===== src/sv/tcse_pkg.sv =====
// Shared types and constants of the text console screen engine.
`timescale 1ns / 1ps

package tcse_pkg;

   // Fixed widths of the word fields on the ports.
   localparam int OP_W    = 2;
   localparam int CHAR_W  = 8;
   localparam int COLOR_W = 8;
   localparam int IDX_W   = 11;
   localparam int POS_W   = 11;
   localparam int OCOL_W  = 7;
   localparam int OROW_W  = 5;
   localparam int CELL_W  = 16;

   // Operation codes carried by an input word.
   localparam logic [OP_W-1:0] OP_PUT       = 2'd0;
   localparam logic [OP_W-1:0] OP_BACKSPACE = 2'd1;
   localparam logic [OP_W-1:0] OP_CLEAR     = 2'd2;
   localparam logic [OP_W-1:0] OP_READ      = 2'd3;

   // Character code that starts a new line.
   localparam logic [CHAR_W-1:0] NEWLINE_CODE = 8'd10;

   // Attribute used for blank cells straight after reset.
   localparam logic [COLOR_W-1:0] RESET_COLOR = 8'd7;

   // Work classes handed from the front end to the back end.
   typedef enum logic [2:0] {
      KIND_PRINT,
      KIND_NEWLINE,
      KIND_BACKSPACE,
      KIND_CLEAR,
      KIND_READ
   } kind_type;

   // One classified command as it sits in the queue.
   typedef struct packed {
      kind_type            kind;
      logic [CHAR_W-1:0]   character;
      logic [COLOR_W-1:0]  color;
      logic [IDX_W-1:0]    cell_index;
      logic                in_range;
   } cmd_type;

endpackage


===== src/sv/tcse_front.sv =====
// Front end: accepts input words and classifies them into commands.
`timescale 1ns / 1ps

module tcse_front import tcse_pkg::*; #(
   parameter int COLUMNS = 80,
   parameter int ROWS    = 25
) (
   input  logic                req_valid,
   output logic                req_ready,
   input  logic [OP_W-1:0]     req_operation,
   input  logic [CHAR_W-1:0]   req_character,
   input  logic [COLOR_W-1:0]  req_color,
   input  logic [IDX_W-1:0]    req_cell_index,
   input  logic                init_busy,
   output logic                push_valid,
   input  logic                push_ready,
   output cmd_type             push_cmd
);

   localparam int CELLS = COLUMNS * ROWS;

   kind_type kind;

   // Decode the operation; a newline is its own class of work.
   always_comb begin
      unique case (req_operation)
         OP_PUT: begin
            kind = (req_character == NEWLINE_CODE) ? KIND_NEWLINE : KIND_PRINT;
         end
         OP_BACKSPACE: begin
            kind = KIND_BACKSPACE;
         end
         OP_CLEAR: begin
            kind = KIND_CLEAR;
         end
         OP_READ: begin
            kind = KIND_READ;
         end
         default: begin
            kind = KIND_READ;
         end
      endcase
   end

   // Build the command word, including the range check of the read address.
   always_comb begin
      push_cmd.kind       = kind;
      push_cmd.character  = req_character;
      push_cmd.color      = req_color;
      push_cmd.cell_index = req_cell_index;
      push_cmd.in_range   = (32'(req_cell_index) < 32'(CELLS));
   end

   // No word is taken while the screen store is being cleared after reset.
   assign push_valid = req_valid && !init_busy;
   assign req_ready  = push_ready && !init_busy;

endmodule


===== config.mk =====
export PLATFORM = sky130hd
export DESIGN_NAME = tcse_front
export DESIGN_NICKNAME = d
export VERILOG_FILES = /design/src/sv/tcse_pkg.sv /design/src/sv/tcse_front.sv
export SDC_FILE = /design/constraint.sdc
export NUM_CORES = 1
export LEC_CHECK = 0
export BUFFER_PORTS_ARGS = -buffer_cell sky130_fd_sc_hd__buf_2
export CAP_MARGIN = 15
export CORE_AREA = 3 3 40 42
export DETAILED_ROUTE_END_ITERATION = 6
export DIE_AREA = 0 0 43 45
export PLACE_DENSITY = 0.86
export SLEW_MARGIN = 20
export SYNTH_ARGS = -nofsm -noshare
export SYNTH_HDL_FRONTEND = slang
export SYNTH_SLANG_ARGS = --single-unit

===== constraint.sdc =====
create_clock -name vclk -period 0.8
set_input_delay 0.08 -clock vclk [all_inputs]
set_output_delay 0.08 -clock vclk [all_outputs]
set_load 0.02 [all_outputs]

==> results.sh <==
export IMPL_die_width_um=43
export IMPL_met3_usage=0.01195
export IMPL_place_congestion=0.7164
export IMPL_yosysWarnings=0
export IMPL_fin_area_um2=409.1
export IMPL_setup_ws_ps=-106.3
export IMPL_hold_path_class="in -> out"
export IMPL_grtUsageMet1=0.05238
export IMPL_mostFrequentLayoutCells="buf_2, inv_4, nor2b_1, buf_8, buf_4"
export IMPL_critPathMaxFanout=2
export IMPL_fill_cells=128
export IMPL_nClkBuffers=0
export IMPL_drtIter0Drc=0
export IMPL_p_leak_nw=0.2406
export IMPL_numPortBuffers=41
export IMPL_top_usage_layer="met2"
export IMPL_antenna_cells=0
export IMPL_cp_startpoint="req_operation[1]"
export IMPL_synth_area_um2=319.1
export IMPL_maxCapViolCount=0
export IMPL_grt_max_degree=3
export IMPL_period_minus_slack_ps=906.3
export IMPL_relSlewSlack=0.8506
export IMPL_fin_cells=72
export IMPL_avgSynthCellArea_um2=7.782
export IMPL_layout_commonest_cell="buf_2"
export IMPL_maxSlewViolCount=0
export IMPL_cp_endpoint="push_cmd[28]"
export IMPL_synth_cell_types=9
export IMPL_pin_count=65
export IMPL_routedWlPerCell_um=9.847
export IMPL_place_area_um2=355.3
export IMPL_drtPass1Iterations=1
export IMPL_drt_vias_per_instance=4.347
export IMPL_overflow=0
export IMPL_grt_setup_unrepaired="yes"
export IMPL_synth_top_cell_area_share=0.6353
export IMPL_grt_pass1_wl_um=1097
export IMPL_finalSetupViolCount=1
export IMPL_tightestPinTransition_ps=223.6
export IMPL_final_nets=94
export IMPL_die_height_um=45
export IMPL_place_hpwl_um=631.6
export IMPL_start_util=0.2483
export IMPL_powerDensity_mw_per_mm2=610.3
export IMPL_synthToLayoutAreaGrowth_pct=28.24
export IMPL_routed_wl_um=709
export IMPL_peakVddDrop_mv=0.1598
export IMPL_critical_path_class="in -> out"
export IMPL_antenna_found_initial=0
export IMPL_multiInputGateArea_um2=127.6
export IMPL_drive_above_1_share=0.8772
export IMPL_grt_util_met2=0.1796
export IMPL_cp_end_kind="primary output"
export IMPL_hold_buffers=0
export IMPL_seq_area_um2=0
export IMPL_grt_pass1_vias=295
export IMPL_violations="negative setup slack"
export IMPL_place_worst_setup_slack_ps=-225.4
export IMPL_crit_arrival_ps=830
export IMPL_finalHoldWorstSlack_ps=160.0
export IMPL_vias=313
export IMPL_core_rowCount=13
export IMPL_period_share=1.133
export IMPL_hold_violations=0
export IMPL_placedCellCount=72
export IMPL_max_clock_freq_mhz=1103
export IMPL_yosysSeqAreaShare=0
export IMPL_fp_coreArea_mm2=0.001285
export IMPL_design_seq_count=0
export IMPL_netlist_instances=41
export IMPL_die_area_mm2=0.001935
export IMPL_ys_top_cells_by_area="buf_4, ha_1, nor2b_1"
export IMPL_detail_route_antenna_nets=0
export IMPL_run_status="finished, violations left"
export IMPL_syn_nets=76
export IMPL_crit_path_start_kind="primary input"
export IMPL_crit_required_ps=720
export IMPL_post_route_drc_count=0
export IMPL_yosysTopAreaCell="buf_4"
export IMPL_grtUsageTotal=0.07214
synth_stat cells:
library cell  number
buf_4             27
ha_1               3
inv_1              3
nor2b_1            3
a32o_2             1
and3_1             1
nor3b_1            1
nor4b_2            1
o2111ai_1          1
metrics by stage:
stage / util / setup TNS, ps / power [mW]
after floorplan: - / 0 / 0.2472
after global placement: 0.2765 / -176.1 / 0.2165
after detailed placement: 0.2765 / -225.4 / 0.2222
after CTS: 0.3184 / -119.0 / 0.2515
after global routing: 0.3184 / -128.7 / 0.2694
final: 0.3184 / -106.3 / 0.2497
worst max-delay path: stages:
cell and delay (ps):
buf_8 100, buf_4 130, ha_2 150, a32o_2 240, buf_6 130
power breakdown:
| group | leakage, nW | internal (mW) | total, mW | switching, mW |
|---|---|---|---|---|
| Clock | 0 | 0 | 0 | 0 |
| Sequential | 0 | 0 | 0 | 0 |
| Combinational | 0.241 | 0.115 | 0.250 | 0.135 |
worst min-delay path by stage:
| stage | from | end | cells after the start |
|---|---|---|---|
| 2_1_floorplan | init_busy | push_valid | 1 |
| 3_3_place_gp | req_color[5] | push_cmd[17] | 0 |
| 3_5_place_dp | req_color[5] | push_cmd[17] | 0 |
| 4_1_cts | req_color[5] | push_cmd[17] | 0 |
| 5_1_grt | req_color[6] | push_cmd[18] | 0 |
| 6_report | req_color[6] | push_cmd[18] | 0 |
routing by layer:
layer / vias to the layer above / part of all wire
met3: 4 / 0.22
met4: 0 / 0.014
li1: 136 / -
met2: 41 / 0.48
met1: 132 / 0.28
met5: - / 0
cell families after synthesis:
group	count (synthesis)	share of synthesized area
buffers and inverters	30	0.6706
adder cells (fa/ha/maj)	3	0.1177
AND/OR/NAND/NOR	6	0.1490
AO/OA/AOI/OAI	2	0.06275
layout make-up:
type | count | area share
inverters | 3 | 0.03976
well taps | 15 | 0.04587
repair buffers | 43 | 0.6024
multi-input cells | 11 | 0.3119
what timing repair did:
| action | CTS | global route |
|---|---|---|
| pin swaps | 2 | 1 |
| buffers inserted | 0 | 0 |
| resized for setup | 15 | 0 |
| endpoints found under the hold margin | 0 | 0 |
| endpoints found under the setup margin | 1 | 1 |
Note: power is estimated with default switching activity, not from simulation.
