--- config.mk ---
export PLATFORM = sky130hd
export DESIGN_NAME = tcse_queue
export DESIGN_NICKNAME = d
export VERILOG_FILES = /design/src/sv/tcse_pkg.sv /design/src/sv/tcse_queue.sv
export SDC_FILE = /design/constraint.sdc
export NUM_CORES = 1
export LEC_CHECK = 0
export BUFFER_PORTS_ARGS = -buffer_cell sky130_fd_sc_hd__buf_2
export CAP_MARGIN = 20
export CORE_MARGIN = 3
export CORE_UTILIZATION = 50
export DETAILED_ROUTE_END_ITERATION = 10
export PLACE_DENSITY = 0.82
export SLEW_MARGIN = 20
export SYNTH_ARGS = -nofsm -noshare
export SYNTH_HDL_FRONTEND = slang
export SYNTH_SLANG_ARGS = --single-unit
--- constraint.sdc ---
create_clock -name clock -period 5.5 [get_ports clock]
set_input_delay 0.275 -clock clock [delete_from_list [all_inputs] [get_ports clock]]
set_output_delay 0.275 -clock clock [all_outputs]
set_load 0.01 [all_outputs]
--- src/sv/tcse_pkg.sv ---
// Shared types and constants of the text console screen engine.
`timescale 1ns / 1ps

package tcse_pkg;

   // Fixed widths of the word fields on the ports.
   localparam int OP_W    = 2;
   localparam int CHAR_W  = 8;
   localparam int COLOR_W = 8;
   localparam int IDX_W   = 11;
   localparam int POS_W   = 11;
   localparam int OCOL_W  = 7;
   localparam int OROW_W  = 5;
   localparam int CELL_W  = 16;

   // Operation codes carried by an input word.
   localparam logic [OP_W-1:0] OP_PUT       = 2'd0;
   localparam logic [OP_W-1:0] OP_BACKSPACE = 2'd1;
   localparam logic [OP_W-1:0] OP_CLEAR     = 2'd2;
   localparam logic [OP_W-1:0] OP_READ      = 2'd3;

   // Character code that starts a new line.
   localparam logic [CHAR_W-1:0] NEWLINE_CODE = 8'd10;

   // Attribute used for blank cells straight after reset.
   localparam logic [COLOR_W-1:0] RESET_COLOR = 8'd7;

   // Work classes handed from the front end to the back end.
   typedef enum logic [2:0] {
      KIND_PRINT,
      KIND_NEWLINE,
      KIND_BACKSPACE,
      KIND_CLEAR,
      KIND_READ
   } kind_type;

   // One classified command as it sits in the queue.
   typedef struct packed {
      kind_type            kind;
      logic [CHAR_W-1:0]   character;
      logic [COLOR_W-1:0]  color;
      logic [IDX_W-1:0]    cell_index;
      logic                in_range;
   } cmd_type;

endpackage

--- src/sv/tcse_queue.sv ---
// Two-entry command queue between the front end and the back end.
`timescale 1ns / 1ps

module tcse_queue import tcse_pkg::*; (
   input  logic     clock,
   input  logic     reset,
   input  logic     push_valid,
   output logic     push_ready,
   input  cmd_type  push_cmd,
   output logic     pop_valid,
   input  logic     pop_ready,
   output cmd_type  pop_cmd
);

   cmd_type    entries_ff [2];
   logic       wr_ptr_ff;
   logic       rd_ptr_ff;
   logic [1:0] count_ff;
   logic       do_push;
   logic       do_pop;

   assign push_ready = (count_ff != 2'd2);
   assign pop_valid  = (count_ff != 2'd0);
   assign pop_cmd    = entries_ff[rd_ptr_ff];
   assign do_push    = push_valid && push_ready;
   assign do_pop     = pop_valid && pop_ready;

   // Pointers and fill count.
   always_ff @(posedge clock) begin
      if (reset) begin
         wr_ptr_ff <= 1'b0;
         rd_ptr_ff <= 1'b0;
         count_ff  <= 2'd0;
      end else begin
         if (do_push) begin
            wr_ptr_ff <= !wr_ptr_ff;
         end
         if (do_pop) begin
            rd_ptr_ff <= !rd_ptr_ff;
         end
         if (do_push && !do_pop) begin
            count_ff <= count_ff + 2'd1;
         end else if (do_pop && !do_push) begin
            count_ff <= count_ff - 2'd1;
         end
      end
   end

   // Entry storage.
   always_ff @(posedge clock) begin
      if (do_push) begin
         entries_ff[wr_ptr_ff] <= push_cmd;
      end
   end

endmodule

==> results of run 1 <==
==> power by group <==
group          internal, mW  switching, mW
registers             0.638         0.0308
logic                 0.172          0.178
clock network         0.200          0.173
total                  1.01          0.382
==> registers in the layout, summed over array words and instances (netlist names), named ones only <==
register / count
entries_ff: 62
count_ff: 2
rd_ptr_ff: 1
wr_ptr_ff: 1
==> layout by cell type (no fill, tap or decap) <==
cell type and n:
clkinv_2 2, o21ai_0 2, mux2_2 31, clkbuf_8 12
nand3b_1 1, buf_4 2, a21bo_2 1, and3_1 1
ha_1 1, buf_2 67, or3_1 1, a21oi_1 2
inv_1 1, dfxtp_1 5, nand2b_1 1, xor2_1 3
buf_16 1, or2_2 1, clkbuf_1 2, and2_1 1
nor2_1 3, edfxtp_1 62
==> final cells by class <==
| type | count | area [um^2] |
|---|---|---|
| multi-input combinational | 49 | 467.9 |
| tap | 65 | 81.33 |
| clock buffer | 14 | 172.7 |
| timing repair buffer | 70 | 377.9 |
| fill | 308 | 1459 |
| inverter | 1 | 3.754 |
| clock inverter | 2 | 10.01 |
| sequential | 67 | 1962 |
==> worst paths after layout <==
kind	from	endpoint	slack, ns	cells past startpoint
worst max register to register	count_ff[0]	entries_ff[0][10]	3.68	4
worst min register to register	rd_ptr_ff	rd_ptr_ff	0.52	2
worst min-delay path	push_cmd[29]	entries_ff[0][29]	0.12	1
worst max-delay path	flip-flop	pop_cmd[2]	3.40	3
==> critical path, stage by stage, from the launching register on <==
cell	delay [ns]
dfxtp_1	0.59
buf_4	0.37
mux2_2	0.38
buf_2	0.14
==> per-layer routing <==
metal | GRT usage, % | wire length, um | share of wire [%] | up-vias
met5 | 0 | 0 | 0 | -
met1 | 18.37 | 1707 | 38 | 648
li1 | - | - | - | 620
met4 | 9.783 | 85 | 1.9 | 0
met2 | 30.05 | 2488 | 55 | 37
met3 | 6.619 | 251 | 5.5 | 6
==> cell families (layout without fill, tap and decap cells) <==
logic type               count (synthesis)  in the layout
adder cells (fa/ha/maj)                  1              1
XOR/XNOR                                 3              3
flip-flops                              67             67
AND/OR/NAND/NOR                          9              9
buffers and inverters                    4             87
AO/OA/AOI/OAI                            5              5
multiplexers                            31             31
==> metrics by stage <==
step           instance area, um^2  std cells  util [%]
2_1_floorplan                 2449        120         -
3_3_place_gp                  2865        251     63.19
3_5_place_dp                  2893        252     63.80
4_1_cts                       3075        268     67.83
5_1_grt                       3075        268     67.83
6_report                      3075        268     67.83
==> Yosys cell counts <==
master,n
a21oi_1,2
inv_1,1
and3_1,1
buf_2,3
ha_1,1
xor2_1,3
nand3b_1,1
or2_2,1
nor2_1,3
edfxtp_1,62
and2_1,1
mux2_2,31
or3_1,1
o21ai_0,2
nand2b_1,1
dfxtp_1,5
a21bo_2,1
==> impl_metrics.yaml, run 1 <==
power_and_ir_drop:
  power_mw: 1.391
  powerDensity_nw_per_um2: 452.4
  peakVddDrop_mv: 0.3674
  leakagePower_nw: 1.177
synth:
  synth-simple-area-share_pct: 2.044
  synthXorXnorAreaFrac_pct: 1.073
  yosysUniqueCellTypes: 17
  synth_top_cell_by_area: "edfxtp_1"
  syn_area_um2: 2449
  ys_seq_area_share_pct: 80.12
  synthTopCellsByArea: "edfxtp_1 76%, mux2_2 14%, dfxtp_1 4.1%, xor2_1 1.1%, buf_2 0.61%"
  yosysTopAreaCellShare_pct: 76.03
  synth_compound_area_share_pct: 1.226
  synth_nets: 156
  synth_top_family_by_area: "multiplexers"
  ys_ff_latch: 67
  synth.area.mux_share_pct: 14.26
  synth.avg_cell_area_um2: 20.40
  synth-warning-count: 0
  synth_fa_ha_area_share_pct: 0.5110
  netlist_instances: 120
cells_and_area:
  drive_gt1_share_pct: 57.64
  area_growth_syn_to_layout_pct: 25.60
  diodes: 0
  num-nets-final: 234
clock_tree:
  postCtsResizedCells: 0
  htree_levels: 3
  hold_buffers: 0
  cts_buffers: 9
  cts.sinks: 67
  cts.clk_slew.worst_paths_ns: 0.07
  cts_buffer_depth: 2
  tritoncts: "yes"
  cts_setup_buffers: 0
  cts_root_buffer: "clkbuf_8"
  worstSkewPairLatency_ns: 0.34
floorplanning:
  core_area_um2: 4534
  die_area_um2: 5773
  initial_core_util_pct: 54.00
  io_pins: 68
  die_width_um: 75.98
  std_cell_rows: 24
  die_h_um: 75.98
timing:
  fin_crit_sh_pct: 38.22
  setup_slack_ns: 3.398
  finalSetupViolations: 0
  max_freq_mhz: 475.8
  clock_skew_ns: 0.007399
  setup_tns_ns: 0
  worst_pin_slew_ns: 0.6319
  period_minus_slack_ns: 2.102
  slew_viol_final: 0
  rsz0062_at_grt: "no"
  max_slew_margin_pct: 57.83
  hold_slack_ns: 0.1226
  hold_viol: 0
place:
  io_buffers: 67
  place.gp.congestion: 0.6629
  dp_slack_ns: 3.699
  hpwl_um: 3074
grt:
  grt.overflow.total: 0
  grt_pass1_vias: 1500
  grt.total_usage_pct: 17.46
  grt_start_max_net_pins: 32
  grt_pass1_wl_um: 7424
  antenna_found_initial: 0
routing:
  avgRoutedWirePerCell_um: 16.91
  num_vias: 1311
  first_pass_iters: 4
  drt_iter0_markers: 116
  ant_nets: 0
  drc: 0
  drt-total-wl_um: 4533
  routed_via_density: 4.892
outcome:
  status: "finished clean"
critical_path:
  worstPathRequired_ns: 5.22
  arrival_ns: 1.83
  crit_type: "flip-flop to output port"
  crit_path_end_kind: "output port"
  start_kind: "flip-flop"
  crit_fanout: 21
flow_run:
  drv_cap: 0
hold_path:
  min_path_type: "primary input to flip-flop"
No activity file was read; power rests on OpenSTA's default activity.
==> inputs of run 2 (changes only) <==
CORE_UTILIZATION = 46   (was 50)
PLACE_DENSITY = 0.79   (was 0.82)
clock period = 1.8 ns   (was 5.5 ns; I/O delays follow)
==> impl_metrics.yaml, run 2 (synthesis gave the netlist of run 1 again) <==
grt:
  busiest_layer: "met2"
  grt.overflow.total: 0
  grt_pass1_vias: 1465
  grt_pass1_wl_um: 6775
  grt.total_usage_pct: 14.98
  grt_start_max_net_pins: 23
  grt_use_met3_pct: 3.855
  grt.met2_usage_pct: 23.32
  grt_util_met1_pct: 18.50
  antenna_found_initial: 0
clock_tree:
  hold_buffers: 32
  htree_levels: 3
  cts_buffer_depth: 2
  tritoncts: "yes"
  cts_root_buffer: "clkbuf_8"
  postCtsResizedCells: 0
  cts_setup_buffers: 0
  cts.clk_slew.worst_paths_ns: 0.06
  cts.sinks: 67
  worstSkewPairLatency_ns: 0.32
  cts_buffers: 9
cells_and_area:
  layout.cells.most_common: "buf_2"
  final_area_um2: 3427
  largest_reg_flops: 62
  diodes: 0
  final_cell_mix: "67 x buf_2, 62 x edfxtp_1, 32 x dlygate4sd3_1, 31 x mux2_2, 9 x clkbuf_8"
  fin_util_pct: 69.34
  area_growth_syn_to_layout_pct: 39.96
  drive_gt1_share_pct: 50.42
  final_cells: 305
  top_regs: "entries_ff (62), count_ff (2)"
  num-nets-final: 269
  top_register: "entries_ff"
routing:
  ant_nets: 0
  first_pass_iters: 4
  drt_iter0_markers: 53
  drt-total-wl_um: 4355
  avgRoutedWirePerCell_um: 14.28
  drc: 0
  num_vias: 1452
  routed_via_density: 4.761
power_and_ir_drop:
  power_frac_seq_pct: 45.4
  peakVddDrop_mv: 0.8450
  power_mw: 4.437
  power.internal_mw: 3.286
  leakagePower_nw: 1.323
  netSwitchingPower_mw: 1.150
  pwr-share-comb_pct: 25.7
  p_clk_share_pct: 28.9
  powerDensity_nw_per_um2: 1295
  swShare_pct: 25.92
floorplanning:
  die_area_um2: 6235
  die_width_um: 78.96
  die_h_um: 78.96
  initial_core_util_pct: 49.54
  io_pins: 68
  core_area_um2: 4942
  std_cell_rows: 25
hold_path:
  min-delay-start: "push_valid"
  whs_path_depth: 3
  min_path_type: "primary input to flip-flop"
  worstHoldEndpoint: "wr_ptr_ff"
timing:
  max_freq_mhz: 600.3
  hold_slack_ns: 0.1012
  period_minus_slack_ns: 1.666
  fin_crit_sh_pct: 92.54
  setup_tns_ns: 0
  slew_viol_final: 0
  max_slew_margin_pct: 80.20
  clock_skew_ns: 0.003998
  rsz0062_at_grt: "no"
  hold_viol: 0
  worst_pin_slew_ns: 0.2940
  finalSetupViolations: 0
  setup_slack_ns: 0.1343
critical_path:
  start_kind: "flip-flop"
  arrival_ns: 1.92
  crit_type: "flip-flop to flip-flop"
  crit_path_end_kind: "flip-flop"
  crit_fanout: 5
  worstPathRequired_ns: 2.06
  r2r.worst_path.cells: 5
  r2r-end: "count_ff[1]"
  reg2reg_from: "count_ff[0]"
  r2r_slack_ns: 0.13
flow_run:
  drv_cap: 0
place:
  hpwl_um: 2697
  place.gp.congestion: 0.7285
  placed_cell_area_um2: 2899
  dp_slack_ns: 0.1677
  io_buffers: 67
  dp.cells: 257
outcome:
  status: "finished clean"
==> run 2: changes by cell type in the layout (fill, tap and decap cells not counted), sizes merged <==
cell         delta
buf             +3
bufinv          +2
clkbuf          -4
clkinv          +1
clkinvlp        +1
dlygate4sd3    +32
==> run 2: cell type report <==
class,instances,area [um^2]
Tap cell,67,83.83
Clock inverter,6,80.08
Multi-Input combinational cell,49,469.2
Inverter,1,3.754
Timing Repair Buffer,105,700.7
Clock buffer,10,127.6
Fill cell,345,1515
Sequential cell,67,1962
==> run 2: worst max-delay path: stages (launching register included) <==
cell and delay (ns):
dfxtp_1 0.35, nand2b_1 0.23, and2_1 0.19, ha_1 0.32, or3_1 0.36, a21oi_1 0.15
==> run 2: layer usage <==
metal,vias to the layer above,wire [um]
met5,-,0
li1,690,-
met3,10,199
met4,0,102
met2,48,2138
met1,704,1915
==> run 2: how the worst max path moves through the flow <==
| stage | start | endpoint | slack (ns) | cells past startpoint |
|---|---|---|---|---|
| 6_report | count_ff[0] | count_ff[1] | 0.13 | 5 |
| 2_1_floorplan | count_ff[0] | entries_ff[0][0] | 0.07 | 3 |
| 3_5_place_dp | count_ff[0] | count_ff[1] | 0.17 | 5 |
| 4_1_cts | count_ff[0] | count_ff[1] | 0.14 | 5 |
| 3_3_place_gp | count_ff[0] | count_ff[1] | 0.24 | 5 |
| 5_1_grt | count_ff[0] | count_ff[1] | 0.04 | 5 |
==> run 2: power groups by stage <==
stage	combinational [mW]	sequential, mW	clock, mW
4_1_cts	1.16	2.01	1.32
5_1_grt	1.24	2.03	1.38
3_5_place_dp	1.10	2.05	0
3_3_place_gp	1.08	2.03	0
6_report	1.14	2.01	1.28
2_1_floorplan	0.688	2.03	0
==> inputs of run 3 (changes only) <==
CORE_ASPECT_RATIO = 1.4   (was unset)
==> impl_metrics.yaml, run 3 (synthesis gave the netlist of run 1 again) <==
outcome:
  status: "finished clean"
routing:
  avgRoutedWirePerCell_um: 14.28
  drt-total-wl_um: 4314
  first_pass_iters: 4
  num_vias: 1422
  drc: 0
  drt_iter0_markers: 48
  routed_via_density: 4.709
  ant_nets: 0
hold_path:
  whs_path_depth: 3
  min_path_type: "primary input to flip-flop"
cells_and_area:
  multi_input_area_um2: 469.2
  drive_gt1_share_pct: 50.84
  top_regs: "entries_ff (62), count_ff (2)"
  final_cell_mix: "67 x buf_2, 62 x edfxtp_1, 32 x dlygate4sd3_1, 31 x mux2_2, 9 x clkbuf_8"
  regArea_um2: 1962
  layout.cells.most_common: "buf_2"
  final_area_um2: 3447
  largest_reg_flops: 62
  n_fill_cell: 332
  area_growth_syn_to_layout_pct: 40.78
  num-nets-final: 269
  diodes: 0
  top_register: "entries_ff"
place:
  hpwl_um: 2803
  placed_cell_area_um2: 2895
  io_buffers: 67
  place.gp.congestion: 0.6684
  dp_slack_ns: 0.1976
timing:
  fin_crit_sh_pct: 90.61
  max_slew_margin_pct: 80.12
  max_freq_mhz: 613.2
  worst_pin_slew_ns: 0.2951
  slew_viol_final: 0
  finalSetupViolations: 0
  hold_viol: 0
  setup_slack_ns: 0.1691
  rsz0062_at_grt: "no"
  period_minus_slack_ns: 1.631
  clock_skew_ns: 0.004693
  setup_tns_ns: 0
floorplanning:
  die_area_um2: 6247
  initial_core_util_pct: 49.05
  die_width_um: 67.66
  std_cell_rows: 30
  core_area_um2: 4992
  io_pins: 68
  die_h_um: 92.33
grt:
  grt.overflow.total: 0
  grt_start_max_net_pins: 21
  grt_pass1_vias: 1512
  grt.total_usage_pct: 15.35
  antenna_found_initial: 0
  grt_pass1_wl_um: 6755
power_and_ir_drop:
  power_mw: 4.567
  powerDensity_nw_per_um2: 1325
  leakagePower_nw: 1.339
  peakVddDrop_mv: 0.7958
critical_path:
  reg2reg_from: "count_ff[0]"
  crit_type: "flip-flop to flip-flop"
  critical-path-slowest-cell: "dfxtp_1"
  arrival_ns: 1.89
  r2r-end: "count_ff[1]"
  r2r.worst_path.cells: 5
  worstSetupStartpoint: "count_ff[0]"
  start_kind: "flip-flop"
  max_stage_delay_ns: 0.35
  worstPathRequired_ns: 2.06
  r2r_slack_ns: 0.17
  crit_fanout: 5
  path_cells: "nand2b_1 > and2_1 > ha_1 > or3_1 > a21oi_1"
  crit_path_end_kind: "flip-flop"
  crit_end: "count_ff[1]"
clock_tree:
  cts.clk_slew.worst_paths_ns: 0.06
  cts.sinks: 67
  cts_buffer_depth: 2
  htree_levels: 3
  cts_root_buffer: "clkbuf_8"
  cts_buffers: 9
  worstSkewPairLatency_ns: 0.33
  tritoncts: "yes"
flow_run:
  drv_cap: 0
[run 3: cell count changes in the layout (fill, tap and decap cells not counted)]
cell / change
clkinvlp_4: -1
clkinv_2: +1
clkinv_1: -1
bufinv_16: +1
[run 3: worst min path at each step]
stage                        endpoint          from  slack (ns)
floorplan                 count_ff[1]         reset        0.16
global placement     entries_ff[0][2]   push_cmd[2]        0.28
detailed placement  entries_ff[0][22]  push_cmd[22]        0.28
CTS                         wr_ptr_ff    push_valid        0.06
global route                wr_ptr_ff    push_valid        0.09
finish                      wr_ptr_ff    push_valid        0.08
[run 3: cell type report]
type | count | share of cell area [%]
Inverter | 1 | 0.1089
Clock inverter | 6 | 3.013
Sequential cell | 67 | 56.91
Timing Repair Buffer | 105 | 20.33
Clock buffer | 10 | 3.702
Multi-Input combinational cell | 49 | 13.61
Tap cell | 64 | 2.323
[run 3: worst max-delay path: cells and delay by family (launching register included)]
kind / cells / cell delay [ns]
simple gates: 3 / 0.76
compound gates: 1 / 0.13
fa+ha+maj: 1 / 0.32
flops: 1 / 0.35
[run 3: routing by layer]
| layer | part of all wire [%] | up-vias | routed length (um) | GRT usage (%) |
|---|---|---|---|---|
| met2 | 55 | 40 | 2364 | 26.48 |
| met4 | 1.9 | 0 | 80 | 7.614 |
| li1 | - | 692 | - | - |
| met1 | 37 | 683 | 1591 | 15.28 |
| met5 | 0 | - | 0 | 0 |
| met3 | 6.4 | 7 | 277 | 6.311 |
[run 3: what timing repair did]
| action | CTS | global route |
|---|---|---|
| hold endpoints to repair | 67 | 0 |
| hold buffers | 32 | 0 |
| gates resized for setup | 0 | 0 |
| setup buffers | 0 | 0 |
[run 3: where the power goes]
group | switching (mW) | internal (mW)
sequential | 0.0631 | 1.95
clock | 0.509 | 0.911
combinational | 0.567 | 0.568
total | 1.14 | 3.43
[run 3: stage by stage]
step	utilization (%)	hold WS [ns]	cells
6_report	69.05	0.08150	302
4_1_cts	69.05	0.05804	302
5_1_grt	69.05	0.08522	302
3_5_place_dp	58.00	0.2807	254
2_1_floorplan	-	0.1591	120
3_3_place_gp	58.00	0.2792	254
